`config.mk`:
```
export PLATFORM = sky130hd
export DESIGN_NAME = posting_list_varint_delta_decoder
export DESIGN_NICKNAME = d
export VERILOG_FILES = /design/src/rtl/pldd_pkg.sv /design/src/rtl/pldd_core.sv /design/src/rtl/posting_list_varint_delta_decoder.sv
export VERILOG_INCLUDE_DIRS = /design/src /design/src/rtl
export SDC_FILE = /design/constraint.sdc
export NUM_CORES = 1
export LEC_CHECK = 0
export BUFFER_PORTS_ARGS = -buffer_cell sky130_fd_sc_hd__buf_4
export CORE_AREA = 5 5 193 195
export CTS_CLUSTER_SIZE = 12
export DETAILED_ROUTE_END_ITERATION = 16
export DIE_AREA = 0 0 198 200
export PLACE_DENSITY = 0.89
export REMOVE_ABC_BUFFERS = 1
export SYNTH_ARGS = -nofsm -noshare
export SYNTH_HDL_FRONTEND = slang
export SYNTH_SLANG_ARGS = --single-unit
export TNS_END_PERCENT = 20
```
`constraint.sdc`:
```
create_clock -name clock -period 13.75 [get_ports clock]
set_input_delay 1.375 -clock clock [delete_from_list [all_inputs] [get_ports clock]]
set_output_delay 1.375 -clock clock [all_outputs]
set_load 0.02 [all_outputs]
```
`src/rtl/posting_list_varint_delta_decoder_defines.svh`:
```
// assertion macros for the posting list varint delta decoder
`ifndef POSTING_LIST_VARINT_DELTA_DECODER_DEFINES_SVH
`define POSTING_LIST_VARINT_DELTA_DECODER_DEFINES_SVH

`ifndef SYNTHESIS

// checked outside reset
`define PLDD_ASSERT(label, prop) \
   label: assert property (@(posedge clock) disable iff (reset) prop) \
      else $error("pldd assertion failed");

// checked at every edge, reset included
`define PLDD_ASSERT_ALWAYS(label, prop) \
   label: assert property (@(posedge clock) prop) \
      else $error("pldd assertion failed");

`else

`define PLDD_ASSERT(label, prop)
`define PLDD_ASSERT_ALWAYS(label, prop)

`endif

`endif

```
`src/rtl/pldd_pkg.sv`:
```
// shared types and constants of the posting list varint delta decoder
package pldd_pkg;

   localparam int VALUE_WIDTH_DEF = 32;
   localparam int OUT_WIDTH = 32;
   localparam int COUNT_WIDTH = 32;
   localparam int NUM_FIELDS = 5;
   localparam int GROUP_BITS = 7;

   localparam logic [7:0] GROUP_MASK = 8'h7f;
   localparam logic [7:0] CONT_BIT = 8'h80;
   localparam logic [2:0] MAX_GROUPS = 3'd5;
   localparam logic [2:0] LAST_FIELD = 3'd4;
   localparam logic [2:0] VIDEO_FIELD = 3'd0;

   typedef enum logic {
      ACT_BEGIN = 1'b0,
      ACT_BYTE = 1'b1
   } action_type;

   typedef struct packed {
      logic [OUT_WIDTH-1:0] video_number;
      logic [OUT_WIDTH-1:0] word_position;
      logic [OUT_WIDTH-1:0] time_start;
      logic [OUT_WIDTH-1:0] time_end;
      logic [OUT_WIDTH-1:0] byte_offset;
      logic last_entry;
   } entry_type;

endpackage

```
`src/rtl/pldd_core.sv`:
```
// varint assembly, delta accumulation and entry counting
module pldd_core #(
   parameter int VALUE_WIDTH = pldd_pkg::VALUE_WIDTH_DEF
) (
   input  logic clock,
   input  logic reset,
   input  logic step_en,
   input  pldd_pkg::action_type action,
   input  logic [7:0] byte_value,
   input  logic [pldd_pkg::COUNT_WIDTH-1:0] entry_count,
   output logic emit,
   output pldd_pkg::entry_type entry
);
   import pldd_pkg::*;

   logic [VALUE_WIDTH-1:0] acc_ff, acc_in;
   logic [2:0] gi_ff, gi_in;
   logic [2:0] fi_ff, fi_in;
   logic [VALUE_WIDTH-1:0] fields_ff [NUM_FIELDS];
   logic [VALUE_WIDTH-1:0] fields_in [NUM_FIELDS];
   logic [COUNT_WIDTH-1:0] left_ff, left_in;

   logic [6:0] grp;
   logic cont;
   logic [4:0] shamt;
   logic [VALUE_WIDTH+34:0] grp_wide;
   logic [VALUE_WIDTH-1:0] acc_or;
   logic [2:0] fsel;
   logic [VALUE_WIDTH-1:0] sum;
   logic [VALUE_WIDTH+OUT_WIDTH-1:0] ext [NUM_FIELDS];

   assign grp = 7'(byte_value & GROUP_MASK);
   assign cont = |(byte_value & CONT_BIT);
   assign shamt = 5'(32'(gi_ff) * GROUP_BITS);
   assign grp_wide = {{(VALUE_WIDTH + 28){1'b0}}, grp} << shamt;
   assign acc_or = (gi_ff < MAX_GROUPS) ? (acc_ff | grp_wide[VALUE_WIDTH-1:0]) : acc_ff;
   assign fsel = (fi_ff > LAST_FIELD) ? LAST_FIELD : fi_ff;
   assign sum = fields_ff[fsel] + acc_or;

   always_comb begin
      acc_in = acc_ff;
      gi_in = gi_ff;
      fi_in = fi_ff;
      fields_in = fields_ff;
      left_in = left_ff;
      emit = 1'b0;
      if (action == ACT_BEGIN) begin
         acc_in = '0;
         gi_in = '0;
         fi_in = '0;
         for (int i = 0; i < NUM_FIELDS; i++) begin
            fields_in[i] = '0;
         end
         left_in = entry_count;
      end else if (left_ff != '0) begin
         if (cont) begin
            acc_in = acc_or;
            if (gi_ff < MAX_GROUPS) begin
               gi_in = gi_ff + 3'd1;
            end
         end else begin
            acc_in = '0;
            gi_in = '0;
            // a new video restarts the other running fields
            if (fsel == VIDEO_FIELD && acc_or != '0) begin
               for (int i = 1; i < NUM_FIELDS; i++) begin
                  fields_in[i] = '0;
               end
            end
            fields_in[fsel] = sum;
            if (fsel < LAST_FIELD) begin
               fi_in = fsel + 3'd1;
            end else begin
               fi_in = '0;
               left_in = left_ff - COUNT_WIDTH'(1);
               emit = 1'b1;
            end
         end
      end
   end

   always_comb begin
      for (int i = 0; i < NUM_FIELDS; i++) begin
         ext[i] = {{OUT_WIDTH{1'b0}}, fields_in[i]};
      end
      entry.video_number = ext[0][OUT_WIDTH-1:0];
      entry.word_position = ext[1][OUT_WIDTH-1:0];
      entry.time_start = ext[2][OUT_WIDTH-1:0];
      entry.time_end = ext[3][OUT_WIDTH-1:0];
      entry.byte_offset = ext[4][OUT_WIDTH-1:0];
      entry.last_entry = (left_ff == COUNT_WIDTH'(1));
   end

   always_ff @(posedge clock) begin
      if (reset) begin
         acc_ff <= '0;
         gi_ff <= '0;
         fi_ff <= '0;
         left_ff <= '0;
         for (int i = 0; i < NUM_FIELDS; i++) begin
            fields_ff[i] <= '0;
         end
      end else if (step_en) begin
         acc_ff <= acc_in;
         gi_ff <= gi_in;
         fi_ff <= fi_in;
         left_ff <= left_in;
         fields_ff <= fields_in;
      end
   end

endmodule

```
`src/rtl/posting_list_varint_delta_decoder.sv`:
```
// top level of the posting list varint delta decoder
//
// channel  direction  handshake             payload
// req      in         req_valid/req_stall   req_action, req_byte_value, req_entry_count
// rsp      out        rsp_valid/rsp_stall   rsp_video_number .. rsp_byte_offset, rsp_last_entry
//
// one item per cycle unless a stalled result holds one back: an item is held in
// the input register, then the core folds it into the varint and running sums
// and the result register catches a finished entry
// synchronous active high reset clears all decode state and both valids
// a stalled result only holds back an item that would finish another entry
`include "posting_list_varint_delta_decoder_defines.svh"

module posting_list_varint_delta_decoder #(
   parameter int VALUE_WIDTH = pldd_pkg::VALUE_WIDTH_DEF
) (
   input  logic clock,
   input  logic reset,
   // request channel
   input  logic req_valid,
   output logic req_stall,
   input  logic req_action,
   input  logic [7:0] req_byte_value,
   input  logic [pldd_pkg::COUNT_WIDTH-1:0] req_entry_count,
   // result channel
   output logic rsp_valid,
   input  logic rsp_stall,
   output logic [pldd_pkg::OUT_WIDTH-1:0] rsp_video_number,
   output logic [pldd_pkg::OUT_WIDTH-1:0] rsp_word_position,
   output logic [pldd_pkg::OUT_WIDTH-1:0] rsp_time_start,
   output logic [pldd_pkg::OUT_WIDTH-1:0] rsp_time_end,
   output logic [pldd_pkg::OUT_WIDTH-1:0] rsp_byte_offset,
   output logic rsp_last_entry
);
   import pldd_pkg::*;

   // input register
   logic s1_valid_ff, s1_valid_in;
   logic s1_action_ff;
   logic [7:0] s1_byte_ff;
   logic [COUNT_WIDTH-1:0] s1_count_ff;

   // result register
   logic rsp_valid_ff, rsp_valid_in;
   entry_type rsp_entry_ff;

   logic req_take;
   logic slot_free;
   logic advance;
   logic core_emit;
   entry_type core_entry;

   assign req_take = req_valid && !req_stall;
   assign slot_free = !rsp_valid_ff || !rsp_stall;
   // an item that finishes no entry always moves on
   assign advance = s1_valid_ff && (!core_emit || slot_free);
   assign req_stall = s1_valid_ff && !advance;

   assign s1_valid_in = req_take ? 1'b1 : (advance ? 1'b0 : s1_valid_ff);
   assign rsp_valid_in = (advance && core_emit) ? 1'b1 : (rsp_valid_ff && rsp_stall);

   pldd_core #(
      .VALUE_WIDTH(VALUE_WIDTH)
   ) u_core (
      .clock(clock),
      .reset(reset),
      .step_en(advance),
      .action(action_type'(s1_action_ff)),
      .byte_value(s1_byte_ff),
      .entry_count(s1_count_ff),
      .emit(core_emit),
      .entry(core_entry)
   );

   always_ff @(posedge clock) begin
      if (reset) begin
         s1_valid_ff <= 1'b0;
         rsp_valid_ff <= 1'b0;
      end else begin
         s1_valid_ff <= s1_valid_in;
         rsp_valid_ff <= rsp_valid_in;
      end
   end

   // payload registers, no reset
   always_ff @(posedge clock) begin
      if (req_take) begin
         s1_action_ff <= req_action;
         s1_byte_ff <= req_byte_value;
         s1_count_ff <= req_entry_count;
      end
      if (advance && core_emit) begin
         rsp_entry_ff <= core_entry;
      end
   end

   assign rsp_valid = rsp_valid_ff;
   assign rsp_video_number = rsp_entry_ff.video_number;
   assign rsp_word_position = rsp_entry_ff.word_position;
   assign rsp_time_start = rsp_entry_ff.time_start;
   assign rsp_time_end = rsp_entry_ff.time_end;
   assign rsp_byte_offset = rsp_entry_ff.byte_offset;
   assign rsp_last_entry = rsp_entry_ff.last_entry;

   // a begin item never completes an entry
   `PLDD_ASSERT(a_begin_no_entry, (s1_valid_ff && s1_action_ff == ACT_BEGIN) |-> !core_emit)
   // an entry only completes on a byte that closes a varint
   `PLDD_ASSERT(a_entry_on_final_byte, core_emit |-> (s1_action_ff == ACT_BYTE && !s1_byte_ff[7]))
   // input side is held back only by a full, stalled result register
   `PLDD_ASSERT_ALWAYS(a_stall_cause, req_stall |-> (rsp_valid_ff && rsp_stall))

endmodule

```
==> summary.md, run 1 <==
| Metric | Value |
|---|---|
| FF-to-FF End | rsp_time_start[28] |
| Critical Path Start | u_core.gi_ff[0] |
| Hold slack final | about 460 ps |
| Post-synth cell types | 93 |
| Combinational family with the most area after synthesis | compound AO/OA/AOI/OAI gates |
| P_leak | slightly above 9 nW |
| Final min period | 6650 ps |
| Critical Path RT | ~14,000 ps |
| Synth Area in Compound Gates | 23.2% |
| Worst r2r src | u_core.gi_ff[0] |
| Max clock buf depth | 3 |
| Commonest cells after routing, fill and taps aside | nand2_1 (249), buf_4 (241), dfxtp_1 (229) |
| Max Fclk | between 150 and 200 MHz |
| Fin Setup TNS | 0 ps |
| Antenna diodes | 0 |
| TritonCTS buffer count | 45 |
| Final net count | 2,296 |
| Clock Skew | between 15 and 20 ps |
| Routed vias | 18,700 |
| Worst-margin pin slew | 1330 ps |
| Clock Latency Late Sink | around 580 ps |
| YS warnings | 0 |
| Hold buffers post-CTS | 0 |
| Global route overflow | 0 |
| Clock transition at the registers of the reported paths | 60 ps |
| IO Port Bufs | slightly above 200 |
| HP Class | reg -> reg |
| Clock root cell | clkbuf_16 |
| Initial antenna violation count | 2 |
| Post-Synth Adder-Cell Area | under 10% |
| Mean post-synth cell area | roughly 10 um2 |
| Commonest non-fill, non-tap cell in the layout | nand2_1 |
| RSZ-0062 raised after global routing | false |
| Outcome | complete, no violations |
| CTS H-tree lvls | 2 |
| Post_cts resized | 0 |
| Pin count of the biggest net entering global routing | approximately 100 |
| DIE HEIGHT | 200 um |
| DP HPWL | 45,300 um |
| Final core utilization | 68.7% |
| FF-to-FF path depth | 18 |
| Starting density of the core | 59.3% |
| WL/cell | 25.4 um |
| Routed vias/inst | 6.89 |
| Die width | 198 um |
| CP endpoint kind | flip-flop |
| Final cycle utilization of the critical path | between 40% and 50% |
| CP Max Fanout | 23 |
| Max_slew headroom | 10.6% |
| Worst R2R Setup Slack | 7100 ps |
| Critical path class | reg -> reg |
| Critical Path Start Type | flip-flop |
| Sequential share of the synthesized area | 51.3% |
| FF+latch count, synth | approximately 430 |
| Drt initial violations | 2,852 |
| Cells after Synth | 2,063 |
| DRT antenna net count | 0 |
| Share of cells above drive strength 1 | approximately 18% |
| Share of flip-flops with an asynchronous set or reset | 0% |
| Peak supply drop | 0.114 mV |
| Post-CTS Setup Bufs | 0 |
| Router iterations before antenna repair | 9 |
| Mapped Area | 20,900 um2 |
| Final WL | 68,800 um |
| # rows | slightly below 70 |
| Fill cells | between 2,000 and 3,000 |
| DR DRC count | 0 |
| First-pass GRT wire length | 103,000 um |
| Synth Area in Simple Gates | 13.8% |
| Gpl congestion | around 0.99 |
| PD cells | 121 nW/um2 |
| Final setup viols | 0 |
| Xor and xnor area share after synthesis | 1.43% |
| Die Area | around 40,000 um2 |
| CP endpoint | rsp_time_start[28] |
| Area of the core | 35,200 um2 |
| Total track usage | 33.5% |
| Area Growth Syn to Fin | 16.0% |
| Tot Pwr | 2.93 mW |
| Slew Viols, Final | 0 |
| Number of flops mapped to enable cells by yosys | 202 |
| Arr. time, crit path | slightly above 7000 ps |
| CTS tree | done |
| Mux share of post-synthesis cell area | about 4.0% |
| I/O pin total | 208 |
| Top FF cell, synth | dfxtp_1 |
| # clock sinks | 434 |
| Final Hold Fails | 0 |
| Vias in the first global route | 18,100 |
| Max Cap Violations | 0 |
## worst min-delay path by stage
stage          slack, ps            startpoint  cells after the start                    to
6_report             460     u_core.acc_ff[16]                      2     u_core.acc_ff[16]
2_1_floorplan        430     u_core.acc_ff[16]                      2     u_core.acc_ff[16]
4_1_cts              460     u_core.acc_ff[16]                      2     u_core.acc_ff[16]
3_3_place_gp         440  u_core.fields_ff[12]                      2  u_core.fields_ff[12]
3_5_place_dp         450     u_core.acc_ff[16]                      2     u_core.acc_ff[16]
5_1_grt              480     u_core.acc_ff[17]                      2     u_core.acc_ff[17]
## Yosys cell counts, types with 22 or more instances
library cell / n / share of area (%)
ha_1: 38 / 2.3
nand2_1: 249 / 4.5
nor3_1: 30 / 0.72
a22oi_1: 81 / 2.9
inv_1: 47 / 0.85
mux2i_1: 24 / 1.2
edfxtp_1: 202 / 29
a22o_1: 128 / 5.4
nor2_1: 202 / 3.6
a211oi_1: 25 / 0.90
a21o_1: 39 / 1.4
clkbuf_1: 103 / 1.9
mux4_2: 22 / 2.4
buf_2: 23 / 0.55
a21oi_1: 130 / 3.1
o21ai_0: 95 / 2.3
dfxtp_1: 232 / 22
nand3_1: 41 / 0.98
a221oi_1: 32 / 1.3
## worst max-delay path, cell delays in order, from the launching register on
cell	delay, ps
dfxtp_1	930
fa_1	540
ha_1	730
clkinv_1	450
a31o_2	350
a21o_1	240
a221oi_1	690
inv_1	130
ha_1	260
a21o_1	240
a21o_1	200
a21oi_1	220
nor2_1	80
o21a_1	170
nor2_1	230
mux2i_1	220
nand3_1	140
a311oi_4	460
a22o_1	210
## power by group
group / internal [mW] / switching, mW / total [mW] / leakage, nW
clock: 0.674 / 0.504 / 1.18 / 0.673
sequential: 1.36 / 0.0165 / 1.38 / 3.79
combinational: 0.0989 / 0.275 / 0.374 / 4.71
## state kept, by name, summed over array words and instances (netlist names)
register           flops
rsp_time_start        32
rsp_byte_offset       32
u_core.fi_ff           3
rsp_time_end          32
s1_byte_ff             8
u_core.acc_ff         32
u_core.gi_ff           3
s1_action_ff           1
s1_count_ff           32
u_core.left_ff        32
rsp_word_position     32
u_core.fields_ff     160
rsp_video_number      32
rsp_last_entry         1
rsp_valid              1
s1_valid_ff            1
## final cells by class
| class | instances | area [um2] | share of cell area [%] |
|---|---|---|---|
| multi-input cells | 1440 | 9520 | 39.3 |
| repair buffers | 241 | 1810 | 7.47 |
| clock inverters | 9 | 78.8 | 0.326 |
| well taps | 461 | 577 | 2.38 |
| inverters | 48 | 183 | 0.755 |
| clock buffers | 75 | 1320 | 5.46 |
| flip-flops and latches | 434 | 10700 | 44.3 |
## layer usage
layer / global-route usage, % / share of wire, % / up-vias
li1: - / - / 8038
met1: 43.4 / 37 / 8877
met2: 53.5 / 46 / 1418
met3: 8.38 / 12 / 330
met4: 15.8 / 5.2 / 4
met5: 0 / 0.031 / -
## metrics by stage
step / worst slack, ps / instance area, um2 / cells
2_1_floorplan: 3550 / 20300 / 1922
3_3_place_gp: 7410 / 22800 / 2624
3_5_place_dp: 7220 / 22800 / 2624
4_1_cts: 7200 / 24200 / 2708
5_1_grt: 6750 / 24200 / 2708
6_report: 7100 / 24200 / 2708
## kinds of logic after synthesis
logic type,after synthesis
AOI/OAI and AO/OA,672
and+or+nand+nor,642
DFF,434
buffers and inverters,189
muxes,55
adders and majority gates,42
xor gates and xnor gates,29
(Power assumes the default switching activity.)
==> run 2, diff against run 1 <==
Clock period 13.75 ns to 6.9 ns, I/O delays scaled along.
==> run 2 against run 1 <==
Effect of this change: largest power group unchanged; critical path type unchanged; sequential share of layout area down 0.47 points; critical endpoint is now rsp_time_end[30]; highest routed layer is now met4; critical path depth stayed put; clock skew up 3.3 ps; core utilization up 0.73 points.
==> summary.md, run 2 (same netlist as run 1, synthesis figures left out) <==
| Metric | Value |
|---|---|
| Outcome | complete, no violations |
| CP endpoint kind | flip-flop |
| Critical path class | reg -> reg |
| # rows | 69 |
| First-pass GRT wire length | 106,000 um |
| HP Class | in -> reg |
| Drt initial violations | 2,722 |
| M2 GR Usage | 55.1% |
| Area of the multi-input gates | ~9500 um2 |
| Busiest grt layer | met2 |
| TritonCTS buffer count | 46 |
| Design area | 24,500 um2 |
| Gpl congestion | just under 1 |
| Hold buffers post-CTS | 0 |
| Critical Path RT | 7280 ps |
| RSZ-0062 raised after global routing | false |
| Clock transition at the registers of the reported paths | 60 ps |
| Clock root cell | clkbuf_16 |
| Peak supply drop | 0.225 mV |
| Register bank with the most flops | u_core.fields_ff |
| Total track usage | 34.4% |
| Post_cts resized | 0 |
| Router iterations before antenna repair | 9 |
| FF-to-FF path depth | 18 |
| Max Fclk | 168 MHz |
| Met3 usage in global routing | between 7 and 8% |
| Post-CTS Setup Bufs | 0 |
| Area of the core | around 35,000 um2 |
| Slew Viols, Final | 0 |
| P_leak | between 9 and 10 nW |
| Final cycle utilization of the critical path | 86.5% |
| Vias in the first global route | 17,700 |
| Worst-margin pin slew | 1320 ps |
| Clock Skew | 23.0 ps |
| Routed vias/inst | 6.86 |
| DRT antenna net count | 0 |
| Final WL | 70,600 um |
| Worst Hold Depth | 1 |
| Die Area | 39,600 um2 |
| Arr. time, crit path | 6350 ps |
| Post-DP Area | roughly 23,000 um2 |
| PD cells | 241 nW/um2 |
| DR DRC count | 0 |
| Routed vias | 18,800 |
| Global route overflow | 0 |
| CTS H-tree lvls | 2 |
| Final net count | 2,326 |
| Die width | 198 um |
| CP Max Fanout | 11 |
| Sequential Area | 10,700 um2 |
| Cell count after placement | between 2,000 and 3,000 |
| Initial antenna violation count | 0 |
| Pin count of the biggest net entering global routing | 161 |
| Commonest non-fill, non-tap cell in the layout | buf_4 |
| Max_slew headroom | 11.8% |
| Starting density of the core | 59.3% |
| CTS tree | done |
| Area Growth Syn to Fin | 17.2% |
| Share of cells above drive strength 1 | 18.6% |
| # clock sinks | 434 |
| Max Cap Violations | 0 |
| I/O pin total | 208 |
| Final Hold Fails | 0 |
| Final min period | 5970 ps |
| Clock Latency Late Sink | about 590 ps |
| Final setup viols | 0 |
| Fill cells | about 2,500 |
| Max clock buf depth | 3 |
| Antenna diodes | 0 |
| Post-route non-filler standard cell count | approximately 2,700 |
| WL/cell | roughly 26 um |
| DIE HEIGHT | roughly 200 um |
| Critical Path Start Type | flip-flop |
| M1 GR Usage | 45.6% |
| Max reg flops | 160 |
| DP HPWL | 48,300 um |
| IO Port Bufs | 207 |
| Commonest cells after routing, fill and taps aside | buf_4 (268), nand2_1 (249), dfxtp_1 (230) |
run 2: cell types whose count changed in the layout (fill, tap and decap cells not counted), moves of 2 or more:
cell      delta
buf_12       +2
buf_4       +27
clkbuf_1     -3
clkinv_1     +2
clkinv_2     +2
inv_6        +2
run 2: path summary, 6_finish.rpt:
path	endpoint	from	slack, ps
max reg2reg	rsp_time_end[30]	u_core.gi_ff[0]	930
min reg2reg	u_core.fields_ff[12]	u_core.fields_ff[12]	450
max	rsp_time_end[30]	u_core.gi_ff[0]	930
min	s1_byte_ff[2]	req_byte_value[2]	280
run 2: metrics by stage:
stage	total power, mW	setup slack [ps]	setup TNS (ps)	utilization (%)	hold slack [ps]
final	5.90	931	0	69.4	281
after global routing	6.06	705	0	69.4	258
after CTS	5.87	1020	0	69.4	261
after detailed placement	3.53	1070	0	65.4	445
after global placement	3.51	1110	0	65.4	437
after floorplan	3.23	-3300	-532500	-	429
run 2: final cells by class:
| cell class | count | area share [%] |
|---|---|---|
| Clock inverter | 15 | 0.598 |
| Sequential cell | 434 | 43.8 |
| Clock buffer | 70 | 5.20 |
| Inverter | 48 | 0.747 |
| Tap cell | 461 | 2.36 |
| Multi-Input combinational cell | 1440 | 38.9 |
| Timing Repair Buffer | 270 | 8.39 |
run 2: power by group:
| part | total, mW | internal (mW) | switching, mW |
|---|---|---|---|
| logic | 0.758 | 0.209 | 0.549 |
| registers | 2.76 | 2.72 | 0.0369 |
| clock network | 2.38 | 1.35 | 1.03 |
run 2: routing by layer:
metal  up-vias  wire, um  share of wire (%)
met1      8932     26400                 37
met3       283      8580                 12
li1       8099         -                  -
met5         -         0                  0
met4         0      3420                4.8
met2      1478     32200                 46
run 2: critical path: stages, from the launching register on:
cell and delay [ps]:
dfxtp_1 340, fa_1 550, ha_1 140, inv_1 50, fa_1 750, inv_1 290
a211oi_4 570, a21o_1 240, ha_1 300, a21oi_1 240, o21bai_1 90, a21oi_1 210
o21ai_0 130, a21oi_1 210, o32a_2 290, a21oi_4 110, or4_4 580, and3_1 330
o31ai_1 340
